===== config.mk =====
export PLATFORM = sky130hd
export DESIGN_NAME = staging_slot_pool_manager
export DESIGN_NICKNAME = d
export VERILOG_FILES = /design/src/hw/rtl/sspm_pkg.sv /design/src/hw/rtl/staging_slot_pool_manager.sv /design/src/hw/rtl/sspm_ram.sv /design/src/hw/rtl/sspm_ctrl.sv /design/src/hw/rtl/sspm_datapath.sv
export SDC_FILE = /design/constraint.sdc
export NUM_CORES = 1
export LEC_CHECK = 0
export BUFFER_PORTS_ARGS = -buffer_cell sky130_fd_sc_hd__clkbuf_2
export CAP_MARGIN = 20
export CORE_UTILIZATION = 52
export DETAILED_ROUTE_END_ITERATION = 6
export GPL_TIMING_DRIVEN = 0
export PLACE_DENSITY = 0.68
export SETUP_SLACK_MARGIN = 0.05
export SYNTH_ARGS = -nofsm -noshare
export SYNTH_HDL_FRONTEND = slang
export SYNTH_SLANG_ARGS = --single-unit

===== constraint.sdc =====
create_clock -name aclk -period 14.4 [get_ports aclk]
set_clock_uncertainty 0.1 [all_clocks]
set_input_delay 0.72 -clock aclk [delete_from_list [all_inputs] [get_ports aclk]]
set_output_delay 0.72 -clock aclk [all_outputs]
set_load 0.01 [all_outputs]

===== src/hw/rtl/sspm_pkg.sv =====
`timescale 1ns / 1ps

package sspm_pkg;

    localparam int          MAX_SLOTS_DEF = 16;
    localparam logic [33:0] MAX_BYTES_DEF = 34'h2_0000_0000;

    localparam int REQ_W     = 34;
    localparam int IDX_W     = 4;
    localparam int CNT_OUT_W = 5;

    typedef enum logic [2:0] {
        ST_GRANTED   = 3'd0,
        ST_RELEASED  = 3'd1,
        ST_TOO_LARGE = 3'd2,
        ST_CLOSING   = 3'd3,
        ST_NO_SLOT   = 3'd4,
        ST_IGNORED   = 3'd5
    } status_t;

    typedef struct packed {
        logic    capture;
        logic    new_slot;
        logic    pop_rd;
        logic    cap_rd_pop;
        logic    grow_init;
        logic    grow_step;
        logic    grow_commit;
        logic    rel_rd;
        logic    rel_apply;
        logic    load_out;
        status_t code;
    } ctl_cmd_t;

    typedef struct packed {
        logic is_release;
        logic too_large;
        logic closing;
        logic stack_empty;
        logic pool_full;
        logic rel_bad;
        logic grow_done;
        logic out_busy;
    } dp_stat_t;

endpackage


===== src/hw/rtl/staging_slot_pool_manager.sv =====
`timescale 1ns / 1ps

// Slot pool manager with a LIFO free list: each beat on the s_ channel either acquires a
// slot for request_bytes or releases slot_index, and yields exactly one result beat on the
// m_ channel. One item is in flight at a time: a refused acquire, an ignored release, or
// an acquire that opens a fresh slot goes from decode straight to finish; a release that
// frees a slot passes through decode, a capacity-table read and an apply state; an acquire
// that reuses a freed slot passes through the registered reads of the free stack and
// capacity table and the doubling loop, which steps once per cycle. The output register
// lets the next item be accepted while a result beat waits on m_ready.
// Writing cfg_data as 1 refuses every acquire.
module staging_slot_pool_manager #(
    parameter int                         MAX_SLOTS = sspm_pkg::MAX_SLOTS_DEF,
    parameter logic [sspm_pkg::REQ_W-1:0] MAX_BYTES = sspm_pkg::MAX_BYTES_DEF
) (
    input  logic                           aclk,
    input  logic                           aresetn,
    input  logic                           s_valid,
    output logic                           s_ready,
    input  logic                           s_operation,
    input  logic [sspm_pkg::REQ_W-1:0]     s_request_bytes,
    input  logic [sspm_pkg::IDX_W-1:0]     s_slot_index,
    input  logic                           s_poisoned,
    input  logic                           cfg_valid,
    output logic                           cfg_ready,
    input  logic                           cfg_data,
    output logic                           m_valid,
    input  logic                           m_ready,
    output logic [2:0]                     m_status,
    output logic [sspm_pkg::IDX_W-1:0]     m_granted_slot,
    output logic [sspm_pkg::REQ_W-1:0]     m_granted_capacity,
    output logic [sspm_pkg::CNT_OUT_W-1:0] m_idle_slots,
    output logic [sspm_pkg::CNT_OUT_W-1:0] m_backed_slots,
    output logic [sspm_pkg::CNT_OUT_W-1:0] m_active_slots
);

    sspm_pkg::ctl_cmd_t cmd;
    sspm_pkg::dp_stat_t stat;

    sspm_ctrl u_ctrl (
        .aclk    (aclk),
        .aresetn (aresetn),
        .s_valid (s_valid),
        .s_ready (s_ready),
        .stat    (stat),
        .cmd     (cmd)
    );

    sspm_datapath #(
        .MAX_SLOTS (MAX_SLOTS),
        .MAX_BYTES (MAX_BYTES)
    ) u_datapath (
        .aclk               (aclk),
        .aresetn            (aresetn),
        .cmd                (cmd),
        .stat               (stat),
        .s_operation        (s_operation),
        .s_request_bytes    (s_request_bytes),
        .s_slot_index       (s_slot_index),
        .s_poisoned         (s_poisoned),
        .cfg_valid          (cfg_valid),
        .cfg_ready          (cfg_ready),
        .cfg_data           (cfg_data),
        .m_valid            (m_valid),
        .m_ready            (m_ready),
        .m_status           (m_status),
        .m_granted_slot     (m_granted_slot),
        .m_granted_capacity (m_granted_capacity),
        .m_idle_slots       (m_idle_slots),
        .m_backed_slots     (m_backed_slots),
        .m_active_slots     (m_active_slots)
    );

endmodule


===== src/hw/rtl/sspm_ram.sv =====
`timescale 1ns / 1ps

module sspm_ram #(
    parameter int WIDTH = 8,
    parameter int DEPTH = 16
) (
    input  logic                                   aclk,
    input  logic                                   we,
    input  logic [(DEPTH > 1 ? $clog2(DEPTH) : 1)-1:0] waddr,
    input  logic [WIDTH-1:0]                       wdata,
    input  logic                                   re,
    input  logic [(DEPTH > 1 ? $clog2(DEPTH) : 1)-1:0] raddr,
    output logic [WIDTH-1:0]                       rdata
);

    logic [WIDTH-1:0] mem_reg [DEPTH];
    logic [WIDTH-1:0] rdata_reg;

    always_ff @(posedge aclk) begin
        if (we) begin
            mem_reg[waddr] <= wdata;
        end
        if (re) begin
            rdata_reg <= mem_reg[raddr];
        end
    end

    assign rdata = rdata_reg;

endmodule


===== src/hw/rtl/sspm_ctrl.sv =====
`timescale 1ns / 1ps

module sspm_ctrl (
    input  logic                aclk,
    input  logic                aresetn,
    input  logic                s_valid,
    output logic                s_ready,
    input  sspm_pkg::dp_stat_t  stat,
    output sspm_pkg::ctl_cmd_t  cmd
);

    typedef enum logic [6:0] {
        S_IDLE      = 7'b0000001,
        S_DECODE    = 7'b0000010,
        S_STACK_RD  = 7'b0000100,
        S_CAP_RD    = 7'b0001000,
        S_GROW      = 7'b0010000,
        S_REL_APPLY = 7'b0100000,
        S_FINISH    = 7'b1000000
    } state_t;

    state_t            state_reg;
    state_t            state_next;
    sspm_pkg::status_t code_reg;
    sspm_pkg::status_t code_next;

    always_ff @(posedge aclk) begin
        if (!aresetn) begin
            state_reg <= S_IDLE;
            code_reg  <= sspm_pkg::ST_GRANTED;
        end else begin
            state_reg <= state_next;
            code_reg  <= code_next;
        end
    end

    always_comb begin
        state_next = state_reg;
        code_next  = code_reg;
        cmd        = '0;
        cmd.code   = code_reg;
        s_ready    = 1'b0;
        case (state_reg)
            S_IDLE: begin
                s_ready = 1'b1;
                if (s_valid) begin
                    cmd.capture = 1'b1;
                    state_next  = S_DECODE;
                end
            end
            S_DECODE: begin
                if (stat.is_release) begin
                    if (stat.rel_bad) begin
                        code_next  = sspm_pkg::ST_IGNORED;
                        state_next = S_FINISH;
                    end else begin
                        cmd.rel_rd = 1'b1;
                        state_next = S_REL_APPLY;
                    end
                end else if (stat.too_large) begin
                    code_next  = sspm_pkg::ST_TOO_LARGE;
                    state_next = S_FINISH;
                end else if (stat.closing) begin
                    code_next  = sspm_pkg::ST_CLOSING;
                    state_next = S_FINISH;
                end else if (stat.stack_empty) begin
                    if (stat.pool_full) begin
                        code_next = sspm_pkg::ST_NO_SLOT;
                    end else begin
                        cmd.new_slot = 1'b1;
                        code_next    = sspm_pkg::ST_GRANTED;
                    end
                    state_next = S_FINISH;
                end else begin
                    cmd.pop_rd = 1'b1;
                    state_next = S_STACK_RD;
                end
            end
            S_STACK_RD: begin
                cmd.cap_rd_pop = 1'b1;
                state_next     = S_CAP_RD;
            end
            S_CAP_RD: begin
                cmd.grow_init = 1'b1;
                state_next    = S_GROW;
            end
            S_GROW: begin
                if (stat.grow_done) begin
                    cmd.grow_commit = 1'b1;
                    code_next       = sspm_pkg::ST_GRANTED;
                    state_next      = S_FINISH;
                end else begin
                    cmd.grow_step = 1'b1;
                end
            end
            S_REL_APPLY: begin
                cmd.rel_apply = 1'b1;
                code_next     = sspm_pkg::ST_RELEASED;
                state_next    = S_FINISH;
            end
            S_FINISH: begin
                if (!stat.out_busy) begin
                    cmd.load_out = 1'b1;
                    state_next   = S_IDLE;
                end
            end
            default: begin
                state_next = S_IDLE;
            end
        endcase
    end

endmodule


===== src/hw/rtl/sspm_datapath.sv =====
`timescale 1ns / 1ps

module sspm_datapath #(
    parameter int                       MAX_SLOTS = sspm_pkg::MAX_SLOTS_DEF,
    parameter logic [sspm_pkg::REQ_W-1:0] MAX_BYTES = sspm_pkg::MAX_BYTES_DEF
) (
    input  logic                              aclk,
    input  logic                              aresetn,
    input  sspm_pkg::ctl_cmd_t                cmd,
    output sspm_pkg::dp_stat_t                stat,
    input  logic                              s_operation,
    input  logic [sspm_pkg::REQ_W-1:0]        s_request_bytes,
    input  logic [sspm_pkg::IDX_W-1:0]        s_slot_index,
    input  logic                              s_poisoned,
    input  logic                              cfg_valid,
    output logic                              cfg_ready,
    input  logic                              cfg_data,
    output logic                              m_valid,
    input  logic                              m_ready,
    output logic [2:0]                        m_status,
    output logic [sspm_pkg::IDX_W-1:0]        m_granted_slot,
    output logic [sspm_pkg::REQ_W-1:0]        m_granted_capacity,
    output logic [sspm_pkg::CNT_OUT_W-1:0]    m_idle_slots,
    output logic [sspm_pkg::CNT_OUT_W-1:0]    m_backed_slots,
    output logic [sspm_pkg::CNT_OUT_W-1:0]    m_active_slots
);

    localparam int SLOT_W    = (MAX_SLOTS > 1) ? $clog2(MAX_SLOTS) : 1;
    localparam int CNT_W     = $clog2(MAX_SLOTS + 1);
    localparam int IDX_EXT_W = (SLOT_W > sspm_pkg::IDX_W) ? SLOT_W : sspm_pkg::IDX_W;
    localparam int CNT_EXT_W = (CNT_W > sspm_pkg::CNT_OUT_W) ? CNT_W : sspm_pkg::CNT_OUT_W;
    localparam logic [sspm_pkg::REQ_W-1:0] HALF_BYTES = MAX_BYTES >> 1;
    localparam logic [CNT_W-1:0]           SLOT_LIMIT = CNT_W'(MAX_SLOTS);

    logic                           op_reg;
    logic [sspm_pkg::REQ_W-1:0]     req_reg;
    logic [sspm_pkg::IDX_W-1:0]     idx_reg;
    logic                           poison_reg;
    logic                           closing_reg;
    logic [CNT_W-1:0]               depth_reg;
    logic [CNT_W-1:0]               opened_reg;
    logic [CNT_W-1:0]               active_reg;
    logic [CNT_W-1:0]               backed_reg;
    logic [MAX_SLOTS-1:0]           marks_reg;
    logic [SLOT_W-1:0]              slot_reg;
    logic [sspm_pkg::REQ_W-1:0]     grow_reg;
    logic                           back_inc_reg;
    logic                           m_valid_reg;
    logic [2:0]                     status_reg;
    logic [sspm_pkg::IDX_W-1:0]     gslot_reg;
    logic [sspm_pkg::REQ_W-1:0]     gcap_reg;
    logic [sspm_pkg::CNT_OUT_W-1:0] idle_out_reg;
    logic [sspm_pkg::CNT_OUT_W-1:0] backed_out_reg;
    logic [sspm_pkg::CNT_OUT_W-1:0] active_out_reg;

    logic [IDX_EXT_W-1:0]           idx_ext;
    logic [SLOT_W-1:0]              rel_slot;
    logic [IDX_EXT_W-1:0]           slot_ext;
    logic [CNT_EXT_W-1:0]           depth_ext;
    logic [CNT_EXT_W-1:0]           backed_ext;
    logic [CNT_EXT_W-1:0]           active_ext;
    logic                           granted;

    logic                           cap_we;
    logic [SLOT_W-1:0]              cap_waddr;
    logic [sspm_pkg::REQ_W-1:0]     cap_wdata;
    logic                           cap_re;
    logic [SLOT_W-1:0]              cap_raddr;
    logic [sspm_pkg::REQ_W-1:0]     cap_rdata;
    logic                           stk_we;
    logic [SLOT_W-1:0]              stk_waddr;
    logic [SLOT_W-1:0]              stk_raddr;
    logic [SLOT_W-1:0]              stk_rdata;

    assign idx_ext  = IDX_EXT_W'(idx_reg);
    assign rel_slot = idx_ext[SLOT_W-1:0];
    assign slot_ext = IDX_EXT_W'(slot_reg);
    assign depth_ext  = CNT_EXT_W'(depth_reg);
    assign backed_ext = CNT_EXT_W'(backed_reg);
    assign active_ext = CNT_EXT_W'(active_reg);
    assign granted  = (cmd.code == sspm_pkg::ST_GRANTED);

    assign stat.is_release  = op_reg;
    assign stat.too_large   = (req_reg > MAX_BYTES);
    assign stat.closing     = closing_reg;
    assign stat.stack_empty = (depth_reg == '0);
    assign stat.pool_full   = (opened_reg >= SLOT_LIMIT);
    assign stat.rel_bad     = (32'(idx_reg) >= 32'(opened_reg)) || !marks_reg[rel_slot];
    assign stat.grow_done   = (grow_reg >= req_reg);
    assign stat.out_busy    = m_valid_reg && !m_ready;

    assign cap_we    = cmd.new_slot || cmd.grow_commit || (cmd.rel_apply && poison_reg);
    assign cap_waddr = cmd.new_slot ? SLOT_W'(opened_reg) : slot_reg;
    assign cap_wdata = cmd.new_slot ? req_reg : (cmd.grow_commit ? grow_reg : '0);
    assign cap_re    = cmd.cap_rd_pop || cmd.rel_rd;
    assign cap_raddr = cmd.cap_rd_pop ? stk_rdata : rel_slot;

    assign stk_we    = cmd.rel_apply && (depth_reg < SLOT_LIMIT);
    assign stk_waddr = SLOT_W'(depth_reg);
    assign stk_raddr = SLOT_W'(depth_reg - CNT_W'(1));

    sspm_ram #(
        .WIDTH (sspm_pkg::REQ_W),
        .DEPTH (MAX_SLOTS)
    ) u_cap_ram (
        .aclk  (aclk),
        .we    (cap_we),
        .waddr (cap_waddr),
        .wdata (cap_wdata),
        .re    (cap_re),
        .raddr (cap_raddr),
        .rdata (cap_rdata)
    );

    sspm_ram #(
        .WIDTH (SLOT_W),
        .DEPTH (MAX_SLOTS)
    ) u_stack_ram (
        .aclk  (aclk),
        .we    (stk_we),
        .waddr (stk_waddr),
        .wdata (slot_reg),
        .re    (cmd.pop_rd),
        .raddr (stk_raddr),
        .rdata (stk_rdata)
    );

    always_ff @(posedge aclk) begin
        if (cmd.capture) begin
            op_reg     <= s_operation;
            req_reg    <= s_request_bytes;
            idx_reg    <= s_slot_index;
            poison_reg <= s_poisoned;
        end
        if (cmd.new_slot) begin
            slot_reg <= SLOT_W'(opened_reg);
            grow_reg <= req_reg;
        end
        if (cmd.cap_rd_pop) begin
            slot_reg <= stk_rdata;
        end
        if (cmd.rel_rd) begin
            slot_reg <= rel_slot;
        end
        if (cmd.grow_init) begin
            if (cap_rdata >= req_reg) begin
                grow_reg     <= cap_rdata;
                back_inc_reg <= 1'b0;
            end else begin
                grow_reg     <= (cap_rdata == '0) ? req_reg : cap_rdata;
                back_inc_reg <= (cap_rdata == '0);
            end
        end
        if (cmd.grow_step) begin
            grow_reg <= (grow_reg > HALF_BYTES) ? req_reg
                                                : {grow_reg[sspm_pkg::REQ_W-2:0], 1'b0};
        end
        if (cmd.load_out) begin
            status_reg     <= cmd.code;
            gslot_reg      <= granted ? slot_ext[sspm_pkg::IDX_W-1:0] : '0;
            gcap_reg       <= granted ? grow_reg : '0;
            idle_out_reg   <= depth_ext[sspm_pkg::CNT_OUT_W-1:0];
            backed_out_reg <= backed_ext[sspm_pkg::CNT_OUT_W-1:0];
            active_out_reg <= active_ext[sspm_pkg::CNT_OUT_W-1:0];
        end
    end

    always_ff @(posedge aclk) begin
        if (!aresetn) begin
            closing_reg <= 1'b0;
            depth_reg   <= '0;
            opened_reg  <= '0;
            active_reg  <= '0;
            backed_reg  <= '0;
            marks_reg   <= '0;
            m_valid_reg <= 1'b0;
        end else begin
            if (cfg_valid) begin
                closing_reg <= cfg_data;
            end
            if (cmd.new_slot) begin
                opened_reg                      <= opened_reg + CNT_W'(1);
                active_reg                      <= active_reg + CNT_W'(1);
                marks_reg[SLOT_W'(opened_reg)] <= 1'b1;
                if (req_reg != '0) begin
                    backed_reg <= backed_reg + CNT_W'(1);
                end
            end
            if (cmd.pop_rd) begin
                depth_reg <= depth_reg - CNT_W'(1);
            end
            if (cmd.grow_commit) begin
                marks_reg[slot_reg] <= 1'b1;
                active_reg          <= active_reg + CNT_W'(1);
                if (back_inc_reg) begin
                    backed_reg <= backed_reg + CNT_W'(1);
                end
            end
            if (cmd.rel_apply) begin
                marks_reg[slot_reg] <= 1'b0;
                if (active_reg != '0) begin
                    active_reg <= active_reg - CNT_W'(1);
                end
                if (poison_reg && (cap_rdata != '0) && (backed_reg != '0)) begin
                    backed_reg <= backed_reg - CNT_W'(1);
                end
                if (depth_reg < SLOT_LIMIT) begin
                    depth_reg <= depth_reg + CNT_W'(1);
                end
            end
            if (cmd.load_out) begin
                m_valid_reg <= 1'b1;
            end else if (m_ready) begin
                m_valid_reg <= 1'b0;
            end
        end
    end

    assign cfg_ready          = 1'b1;
    assign m_valid            = m_valid_reg;
    assign m_status           = status_reg;
    assign m_granted_slot     = gslot_reg;
    assign m_granted_capacity = gcap_reg;
    assign m_idle_slots       = idle_out_reg;
    assign m_backed_slots     = backed_out_reg;
    assign m_active_slots     = active_out_reg;

endmodule


---- After elaboration in Yosys (flattened, before gate mapping) ----
Memory sizes are Yosys's and may differ from the RTL's. A register that Yosys moved wholly into a read port is not among the register bits.
Index checks and enable logic that the tools add are counted.
word-level totals
  register bits after elaboration ......... 183
  bits in latches ......................... 0
  RAM bits ................................ 608
  bits in read-only memories .............. 0
  input bits .............................. 46
  output and inout bits ................... 59
  word-level logic and storage cells ...... 164
  memories ................................ 2
memories
  memory                          words  bits a word  rd ports  clocked after Yosys merged registers in  wr ports  line            RTL
  u_datapath.u_cap_ram.mem_reg    16     34           1         1                                        1         sspm_ram.sv:16  logic [WIDTH-1:0] mem_reg [DEPTH];
  u_datapath.u_stack_ram.mem_reg  16     4            1         1                                        1         sspm_ram.sv:16
operators by class
  $add $sub $neg .......................... 7
  $mul .................................... 0
  divide/modulo/power cells ............... 0
  magnitude comparators ................... 12
  eq/ne operators ......................... 12
  shift operators ......................... 0
  mux-type cells .......................... 80
  bitwise operators ....................... 4
  reductions and logical operators ........ 25
operators with widths
  operator                                               count
  two-way mux 34 bit                                     8
  two-way mux 16 bit                                     5
  >= comparator 34 bit                                   2
  nonzero test 34 bit                                    2
  two-way mux 5 bit                                      13
  two-way mux 7 bit                                      8
  one-hot mux 7 bit (7 select lines)                     1
  > comparator 34 x 33 -> 1 bit (second input constant)  1
  > comparator 34 bit (second input constant)            1
  zero test 34 bit                                       1
  bitwise OR 16 bit                                      2
  two-way mux 1 bit                                      25
  two-way mux 3 bit                                      7
  adder 5 x 1 -> 5 bit (second input constant)           4
  bitwise AND 16 bit                                     1
  two-way mux 4 bit                                      4
  NOT 16 bit                                             1
  < comparator 4 x 5 -> 1 bit (second input constant)    3
  subtractor 5 x 1 -> 5 bit (second input constant)      3
  two-way mux 2 bit                                      5
  nonzero test 5 bit                                     2
  one-hot mux 3 bit (3 select lines)                     1
  demux 1 bit (select 4 bit)                             2
  >= comparator 4 x 1 -> 1 bit (second input constant)   2
  other kinds (23)                                       36

---- Logic depth before layout (Yosys ltp) ----
Gate-level depths: netlist of the first run.
  depth after elaboration ................. 14
  mapped depth ............................ 13
  gate-level depth less buffers ........... 10

---- By module ----
From an unflattened synthesis of the first run, not the netlist that was laid out.
second synthesis, totals
  cells, all modules ...................... 2,045
  area total of the unflattened synthesis .. 34,694.5 µm²
by module, submodules not included
  module                              times used  cells an instance  area each (µm²)  seq. area each (µm²)
  sspm_ram at u_datapath.u_cap_ram    1           888                21,416.8         17,356.6
  sspm_datapath                       1           945                9,878.2          4,774.6
  sspm_ram at u_datapath.u_stack_ram  1           130                2,706.3          2,042.0
  sspm_ctrl                           1           82                 693.2            200.2

---- Worst setup path after synthesis of the first run ----
No wires, ideal clock.
  kind .................................... flip-flop to flip-flop
  start ................................... register u_datapath.depth_reg[0], in the netlist u_datapath.depth_ext[0]
  end ..................................... memory u_datapath.u_cap_ram.mem_reg[10][0] in the netlist's numbering (enable)
  library setup time ...................... 0.425 ns
  data arrival time ....................... 4.659 ns
  data required time ...................... 13.875 ns
  path slack .............................. 9.215 ns
  stages on the path, launching flop included .. 12
  buffers on the path ..................... 2
  clock period less this slack ............ 5.185 ns
  path through ............................ dfxtp_1 > clkbuf_1 > clkbuf_1 > inv_1 > ha_1 > or4b_2 > or4_4 > nor3_2 > a21oi_2 > a21o_1 > or3_4 > nor2_1
on the way
  word-level cells in the longest chain between the ends .. 10
  elaborated cells between the ends (all ways) .. 11
  those cells by class .................... mux: 8; reduce/logical: 3
RTL lines
  what                                     line                  RTL
  from (decl)                              sspm_datapath.sv:40   logic [CNT_W-1:0] depth_reg;
  from (signal assigned)                   sspm_datapath.sv:190  depth_reg <= depth_reg - CNT_W'(1);
  from (signal assigned)                   sspm_datapath.sv:208  depth_reg <= depth_reg + CNT_W'(1);
  zero test 5 bit *                        sspm_datapath.sv:86   assign stat.stack_empty = (depth_reg == '0);
  two-way mux 1 bit *                      sspm_ctrl.sv:66       end else if (stat.stack_empty) begin
  two-way mux 2 bit *                      sspm_ctrl.sv:63       end else if (stat.closing) begin
  two-way mux 2 bit *                      sspm_ctrl.sv:60       end else if (stat.too_large) begin
  two-way mux 2 bit *                      sspm_ctrl.sv:52       if (stat.is_release) begin
  two-way mux 2 bit *                      sspm_ctrl.sv:43       case (state_reg)
  logical OR 1 bit (2 in series)           sspm_datapath.sv:92   assign cap_we = cmd.new_slot || cmd.grow_commit || (cmd.rel_apply && poison_reg);
  two-way mux 1 bit                        sspm_ram.sv:20        if (we) begin
  two-way mux 1 bit (implied by the code)  sspm_ram.sv:21        mem_reg[waddr] <= wdata;
  to (decl)                                sspm_ram.sv:16
Mark *: on every way between the ends. The rest lies on a longest branch, timed or not.

---- Worst setup path after layout of the first run ----
  start ................................... register u_datapath.depth_reg[0], in the netlist u_datapath.depth_ext[0]
  end ..................................... memory u_datapath.u_cap_ram.mem_reg[11][4] in the netlist's numbering (enable)
Same word-level chain as after synthesis.

==> results of run 1 <==
Yosys cell counts (all sizes together), types with 3 or more instances:
| library cell | n |
|---|---|
| edfxtp | 777 |
| mux4 | 127 |
| nand2 | 105 |
| ha | 85 |
| nor2b | 78 |
| nor2 | 75 |
| a211oi | 73 |
| clkbuf | 65 |
| o21ai | 65 |
| a21oi | 62 |
| inv | 57 |
| a31oi | 53 |
| dfxtp | 52 |
| nor3 | 52 |
| buf | 51 |
| mux2i | 45 |
| and2 | 41 |
| a211o | 34 |
| a221o | 32 |
| nor4 | 31 |
| nand3 | 27 |
| nand4 | 22 |
| a21o | 14 |
| nand2b | 9 |
| xnor2 | 8 |
| and3 | 7 |
| or2 | 6 |
| o2111ai | 5 |
| o21a | 5 |
| or3 | 5 |
| a22o | 4 |
| mux2 | 4 |
| o211ai | 4 |
| o31ai | 4 |
| or4 | 4 |
| a21boi | 3 |
| nor4b | 3 |
| o211a | 3 |
| o31a | 3 |
| or4b | 3 |
| xor2 | 3 |
cell families after synthesis:
group           count (synthesis)  share of synthesized area [%]
other cells                     1                         0.0108
compound gates                375                           7.51
flops                         829                           70.0
mux                           176                           9.65
xor+xnor                       11                          0.277
simple gates                  475                           7.27
fa+ha+maj                      85                           3.06
buf+inv                       173                           2.20
routing by layer:
metal | up-vias | track usage, % | part of all wire (%)
li1 | 8990 | - | -
met1 | 10500 | 36.9 | 41
met2 | 974 | 43.4 | 48
met3 | 152 | 4.11 | 8.2
met4 | 0 | 8.64 | 2.7
met5 | - | 0 | 0
power groups by stage:
stage | clock (mW) | combinational [mW] | sequential, mW
after floorplan | 0 | 0.175 | 2.68
after global placement | 0 | 0.256 | 2.69
after detailed placement | 0 | 0.266 | 2.68
after CTS | 2.19 | 0.267 | 2.63
after global routing | 2.28 | 0.289 | 2.63
final | 2.16 | 0.269 | 2.63
final timing paths:
path | cells after the start | end | slack [ps]
min reg2reg | 0 | u_datapath.m_status[1] | 360
max | 13 | u_datapath.u_cap_ram.mem_reg[11][4] | 8850
min | 1 | u_datapath.req_reg[33] | 140
max reg2reg | 13 | u_datapath.u_cap_ram.mem_reg[11][4] | 8850
cell type report:
type | instances | area [um^2]
clock inverters | 42 | 434
repair buffers | 157 | 1210
inverters | 57 | 214
fillers | 4858 | 26000
clock buffers | 114 | 2310
well taps | 864 | 1080
flip-flops and latches | 829 | 24400
multi-input cells | 1123 | 9800
plain buffers | 116 | 553
==> results.yml, run 1 <==
status:
  outcome: "complete, but fails checks"
  violations: "design-rule violations"
power_and_ir_drop:
  fin_total_pwr_mw: 5.06
  p_leak_nw: 12.8
  power.internal_mw: 3.95
  net-switching-power_mw: 1.11
  power.share.switching_pct: 22.0
  power_per_cell_area_mw_per_mm2: 127
  combinationalPowerShare_pct: 5.3
  clock_group_share_of_total_power_pct: 42.7
  seq_power_share_pct: 52.0
  worst_ir_drop_vdd_uv: 111
placed_design:
  numPlacedInstances: 3141
  pre_cts_slack_ps: 8730
  port-buffer-count: 103
  placed_area_mm2: 0.0372
  gp_congestion: 0.941
  dpl.hpwl_um: 63000
clocking:
  resize_count_post_cts: 0
  htreeDepth: 3
  cts_hold_repair.buffers: 0
  worst_skew_pair.late_latency_ps: 660
  clkTransAtPathRegs_ps: 60
  post-cts-setup-buffer-count: 0
  cts_sinks: 829
  cts_buffers: 85
  cts_tree: "built"
  clk_root_buffer_cell: "clkbuf_16"
  cts_max_path_buffers: 3
drt:
  route.antenna.remaining_nets: 0
  route.vias.total: 20600
  drt-initial-drc-count: 2284
  vias_per_cell: 6.24
  drc_violations_left: 15
  drt-total-wl_um: 89100
  route.detailed.wl_per_inst_um: 27.0
  drtPass1Iterations: 7
worst_setup_path:
  reg2reg_launch_point: "u_datapath.depth_ext[0]"
  critical_path.endpoint_type: "register"
  worstPathCellList: "clkbuf_1 > clkbuf_1 > inv_1 > ha_1 > or4b_2 > or4_4 > nor3_2 > a21oi_2 > buf_2 > a21oi_2 > or3_4 > nor2_4 > buf_12"
  worstPathRequired_ps: 14620
  timing.critical_path.buf_inv: 5
  critical_path.max_stage_delay_ps: 660
  timing.setup.critical_path_class: "register to register"
  critical_path.top_delay_family: "buffers and inverters"
  cp.arrival_ps: 5770
  crit_path_top_delay_cell: "nor2_4"
  cp-startpoint: "u_datapath.depth_ext[0]"
  critPathLaunchType: "register"
  critical_path_peak_fanout: 21
floorplanning:
  fp.dieArea_mm2: 0.0680
  core-area_mm2: 0.0660
  rows: 94
  die_height_um: 261
  io_pins: 105
  fp.dieW_um: 261
  initial_utilization_pct: 52.8
cells_and_area:
  final_cell_area_mm2: 0.0400
  layout.nets: 2500
  post_route_cells_drive_above_1_share_pct: 20.2
  final_cell_mix: "777 x edfxtp_1, 127 x mux4_2, 104 x nand2_1"
  layout_commonest_cell: "edfxtp_1"
  final_cells: 3302
  post-route-util_pct: 60.6
  area.growth.synth_to_final_pct: 14.9
  largest_register_ff_count: 544
  antenna_cells_inserted: 0
sta:
  min_period_ps: 5550
  final.setup.tns_ps: 0
  rsz0062_at_grt: "no"
  post-route-period-util_pct: 38.5
  setup_ws_ps: 8850
  hold_slack_ps: 138
  slew-limit-headroom_pct: 20.2
  finalHoldViolations: 0
  setup_viol: 0
  fmaxAchievable_mhz: 180
  final-max-slew-violation-count: 0
  max_slew.worst_pin.slew_ps: 1190
grt:
  grt_pass1_vias: 20900
  globalRoute.totalOverflow: 0
  grtUsageTotal_pct: 26.6
  pin_count_of_the_biggest_net_entering_global_routing: 35
  first_pass_grt_wire_length_um: 132000
  initial_antenna_violation_count: 0
logic_synthesis:
  ys_seq_area_share_pct: 70.0
  synth-edff-count: 777
  synthTopCellsByArea: "edfxtp_1 67%, mux4_2 8.2%, ha_1 3.1%, dfxtp_1 3.0%, a211oi_1 1.6%"
  synth_top_cell_by_area: "edfxtp_1"
  yosys_warnings: 0
  ys_async_sr_fraction_pct: 0
  mappedNetlistNets: 2256
  synthesis.instances: 2125
  synth_area_per_cell_um2: 16.4
  yosys.area.top_type_share_pct: 67.0
  syn_area_mm2: 0.0348
  postSynthRegisterBits: 829
  synthFlopType: "edfxtp_1"
  synth.distinct_cells: 74
job:
  max-cap-violations: 0
hold_path:
  worst_hold_startpoint: "s_request_bytes[33]"
  worst_hold_path_type: "input port to register"
Note: power is estimated with default switching activity, not from simulation.
==> run 2: changes to the inputs <==
--- a/config.mk
+++ b/config.mk
@@ -10,7 +10,7 @@
 export CORE_UTILIZATION = 52
 export DETAILED_ROUTE_END_ITERATION = 6
 export GPL_TIMING_DRIVEN = 0
-export PLACE_DENSITY = 0.68
+export PLACE_DENSITY = 0.71
 export SETUP_SLACK_MARGIN = 0.05
 export SYNTH_ARGS = -nofsm -noshare
 export SYNTH_HDL_FRONTEND = slang
==> constraint.sdc (replaced) <==
create_clock -name aclk -period 4.53 [get_ports aclk]
set_clock_uncertainty 0.1 [all_clocks]
set_input_delay 0.2265 -clock aclk [delete_from_list [all_inputs] [get_ports aclk]]
set_output_delay 0.2265 -clock aclk [all_outputs]
set_load 0.01 [all_outputs]
==> run 2 against run 1 <==
Against the previous run:
- largest power group unchanged
- critical path depth down 2
- largest cell class unchanged
- clock power rose to 3.1 times the previous value
- the run still ends with design-rule violations left
- register-to-register slack worse by 8500 ps
- sequential power rose to 3.2 times the previous value
- non-clock buffer count up 61
- global-route usage down 0.65 points
==> results.yml, run 2 (synthesized netlist as in run 1, its figures left out) <==
worst_setup_path:
  critical_path_peak_fanout: 13
  timing.setup.critical_path_class: "register to register"
  critical_path.most_common_cell: "clkbuf_4"
  critical_path.top_delay_family: "buffers and inverters"
  worstPathCellList: "clkbuf_4 > clkbuf_4 > inv_1 > ha_1 > or4b_4 > or4_4 > nor3_2 > a21oi_2 > clkbuf_1 > o21ai_0 > buf_2"
  setup.reg_to_reg.worst_slack_ps: 330
  critical_path.endpoint_type: "register"
  critPathLaunchType: "register"
  worstPathRequired_ps: 4880
  critical_path.max_stage_delay_ps: 690
  cp.arrival_ps: 4550
  timing.critical_path.buf_inv: 5
  crit_path_top_delay_cell: "o21ai_0"
power_and_ir_drop:
  p_leak_nw: 13.0
  power_per_cell_area_mw_per_mm2: 392
  worst_ir_drop_vdd_uv: 266
  fin_total_pwr_mw: 16.0
sta:
  rsz0062_at_grt: "no"
  max_slew.worst_pin.slew_ps: 1060
  slew-limit-headroom_pct: 27.1
  hold_slack_ps: 212
  min_period_ps: 4200
  post-route-period-util_pct: 92.7
  finalHoldViolations: 0
  final-max-slew-violation-count: 0
  fmaxAchievable_mhz: 238
  setup_viol: 0
grt:
  initial_antenna_violation_count: 0
  grtUsageTotal_pct: 26.0
  pin_count_of_the_biggest_net_entering_global_routing: 36
  grt_pass1_vias: 21000
  globalRoute.totalOverflow: 0
  first_pass_grt_wire_length_um: 130000
cells_and_area:
  area.growth.synth_to_final_pct: 17.1
  layout_commonest_cell: "edfxtp_1"
  largest_register_ff_count: 544
  antenna_cells_inserted: 0
  final_cell_mix: "777 x edfxtp_1, 127 x mux4_2, 104 x clkbuf_2"
  post_route_cells_drive_above_1_share_pct: 20.7
  n_fill_cell: 4623
  layout.nets: 2560
clocking:
  cts_sinks: 829
  cts_buffers: 84
  cts_max_path_buffers: 3
  htreeDepth: 3
  clk_root_buffer_cell: "clkbuf_16"
  clkTransAtPathRegs_ps: 60
  worst_skew_pair.late_latency_ps: 630
  cts_tree: "built"
hold_path:
  worst_hold_path_type: "input port to register"
drt:
  drtPass1Iterations: 7
  vias_per_cell: 6.20
  drc_violations_left: 25
  route.detailed.wl_per_inst_um: 26.1
  topRoutingLayerUsed: "met4"
  wl_met3_um: 6930
  wirelength_met1_um: 35600
  drt-total-wl_um: 87500
  drt-initial-drc-count: 2105
  dr_wl_met2_um: 42400
  route.antenna.remaining_nets: 0
  route.vias.total: 20800
floorplanning:
  fp.dieW_um: 261
  io_pins: 105
  die_height_um: 261
  fp.dieArea_mm2: 0.0680
  rows: 94
  initial_utilization_pct: 52.8
  core-area_mm2: 0.0660
job:
  max-cap-violations: 0
placed_design:
  port-buffer-count: 103
  gp_congestion: 0.936
  dpl.hpwl_um: 61200
status:
  outcome: "complete, but fails checks"
  violations: "design-rule violations"
## run 2: metrics by stage
step                      setup WS, ps  cells  utilization [%]  setup TNS (ps)  area (um^2)
after floorplan                   -478   2125                -          -94490        34900
after global placement           -2780   3092             55.2        -1400930        36400
after detailed placement          -989   3142             56.4         -503710        37200
after CTS                         52.2   3357             61.7               0        40700
after global routing               188   3360             61.8               0        40800
final                              332   3360             61.8               0        40800
## run 2: final timing paths
path	start	end	cells after the start
max	u_datapath.depth_ext[0]	u_datapath.u_cap_ram.mem_reg[14][31]	11
min	s_request_bytes[20]	u_datapath.req_reg[20]	2
max reg2reg	u_datapath.depth_ext[0]	u_datapath.u_cap_ram.mem_reg[14][31]	11
min reg2reg	u_ctrl.code_reg[0]	u_datapath.m_status[0]	0
## run 2: layout make-up
class,instances,area (um^2),area share [%]
flip-flops and latches,829,24400,59.8
inverters,57,214,0.525
clock inverters,49,464,1.14
well taps,864,1080,2.65
clock buffers,104,2200,5.39
multi-input cells,1123,9870,24.2
repair buffers,218,2000,4.91
plain buffers,116,566,1.39
## run 2: metal layers
layer | track usage [%] | up-vias
met5 | 0 | -
met4 | 9.37 | 0
met3 | 4.21 | 155
met2 | 42.6 | 933
met1 | 35.2 | 10700
li1 | - | 9095
## run 2: worst reg2reg max path: stages (launching register included)
cell,delay (ps)
dfxtp_1,350
clkbuf_4,250
clkbuf_4,260
inv_1,170
ha_1,210
or4b_4,530
or4_4,460
nor3_2,160
a21oi_2,160
clkbuf_1,320
o21ai_0,690
buf_2,360
## run 2: what timing repair did
item / in CTS / in global routing
setup buffers: 17 / 2
hold endpoints to repair: 49 / 0
hold buffers: 45 / 0
pin swaps: 16 / 3
endpoints found under the setup margin: 998 / 510
resized for setup: 12 / 11
## run 2: where the power goes
group          switching [mW]  leakage (nW)  internal [mW]
sequential             0.0411          6.76           8.33
clock                    2.90          1.28           3.81
combinational           0.525          4.95          0.357
total                    3.47          13.0           12.5
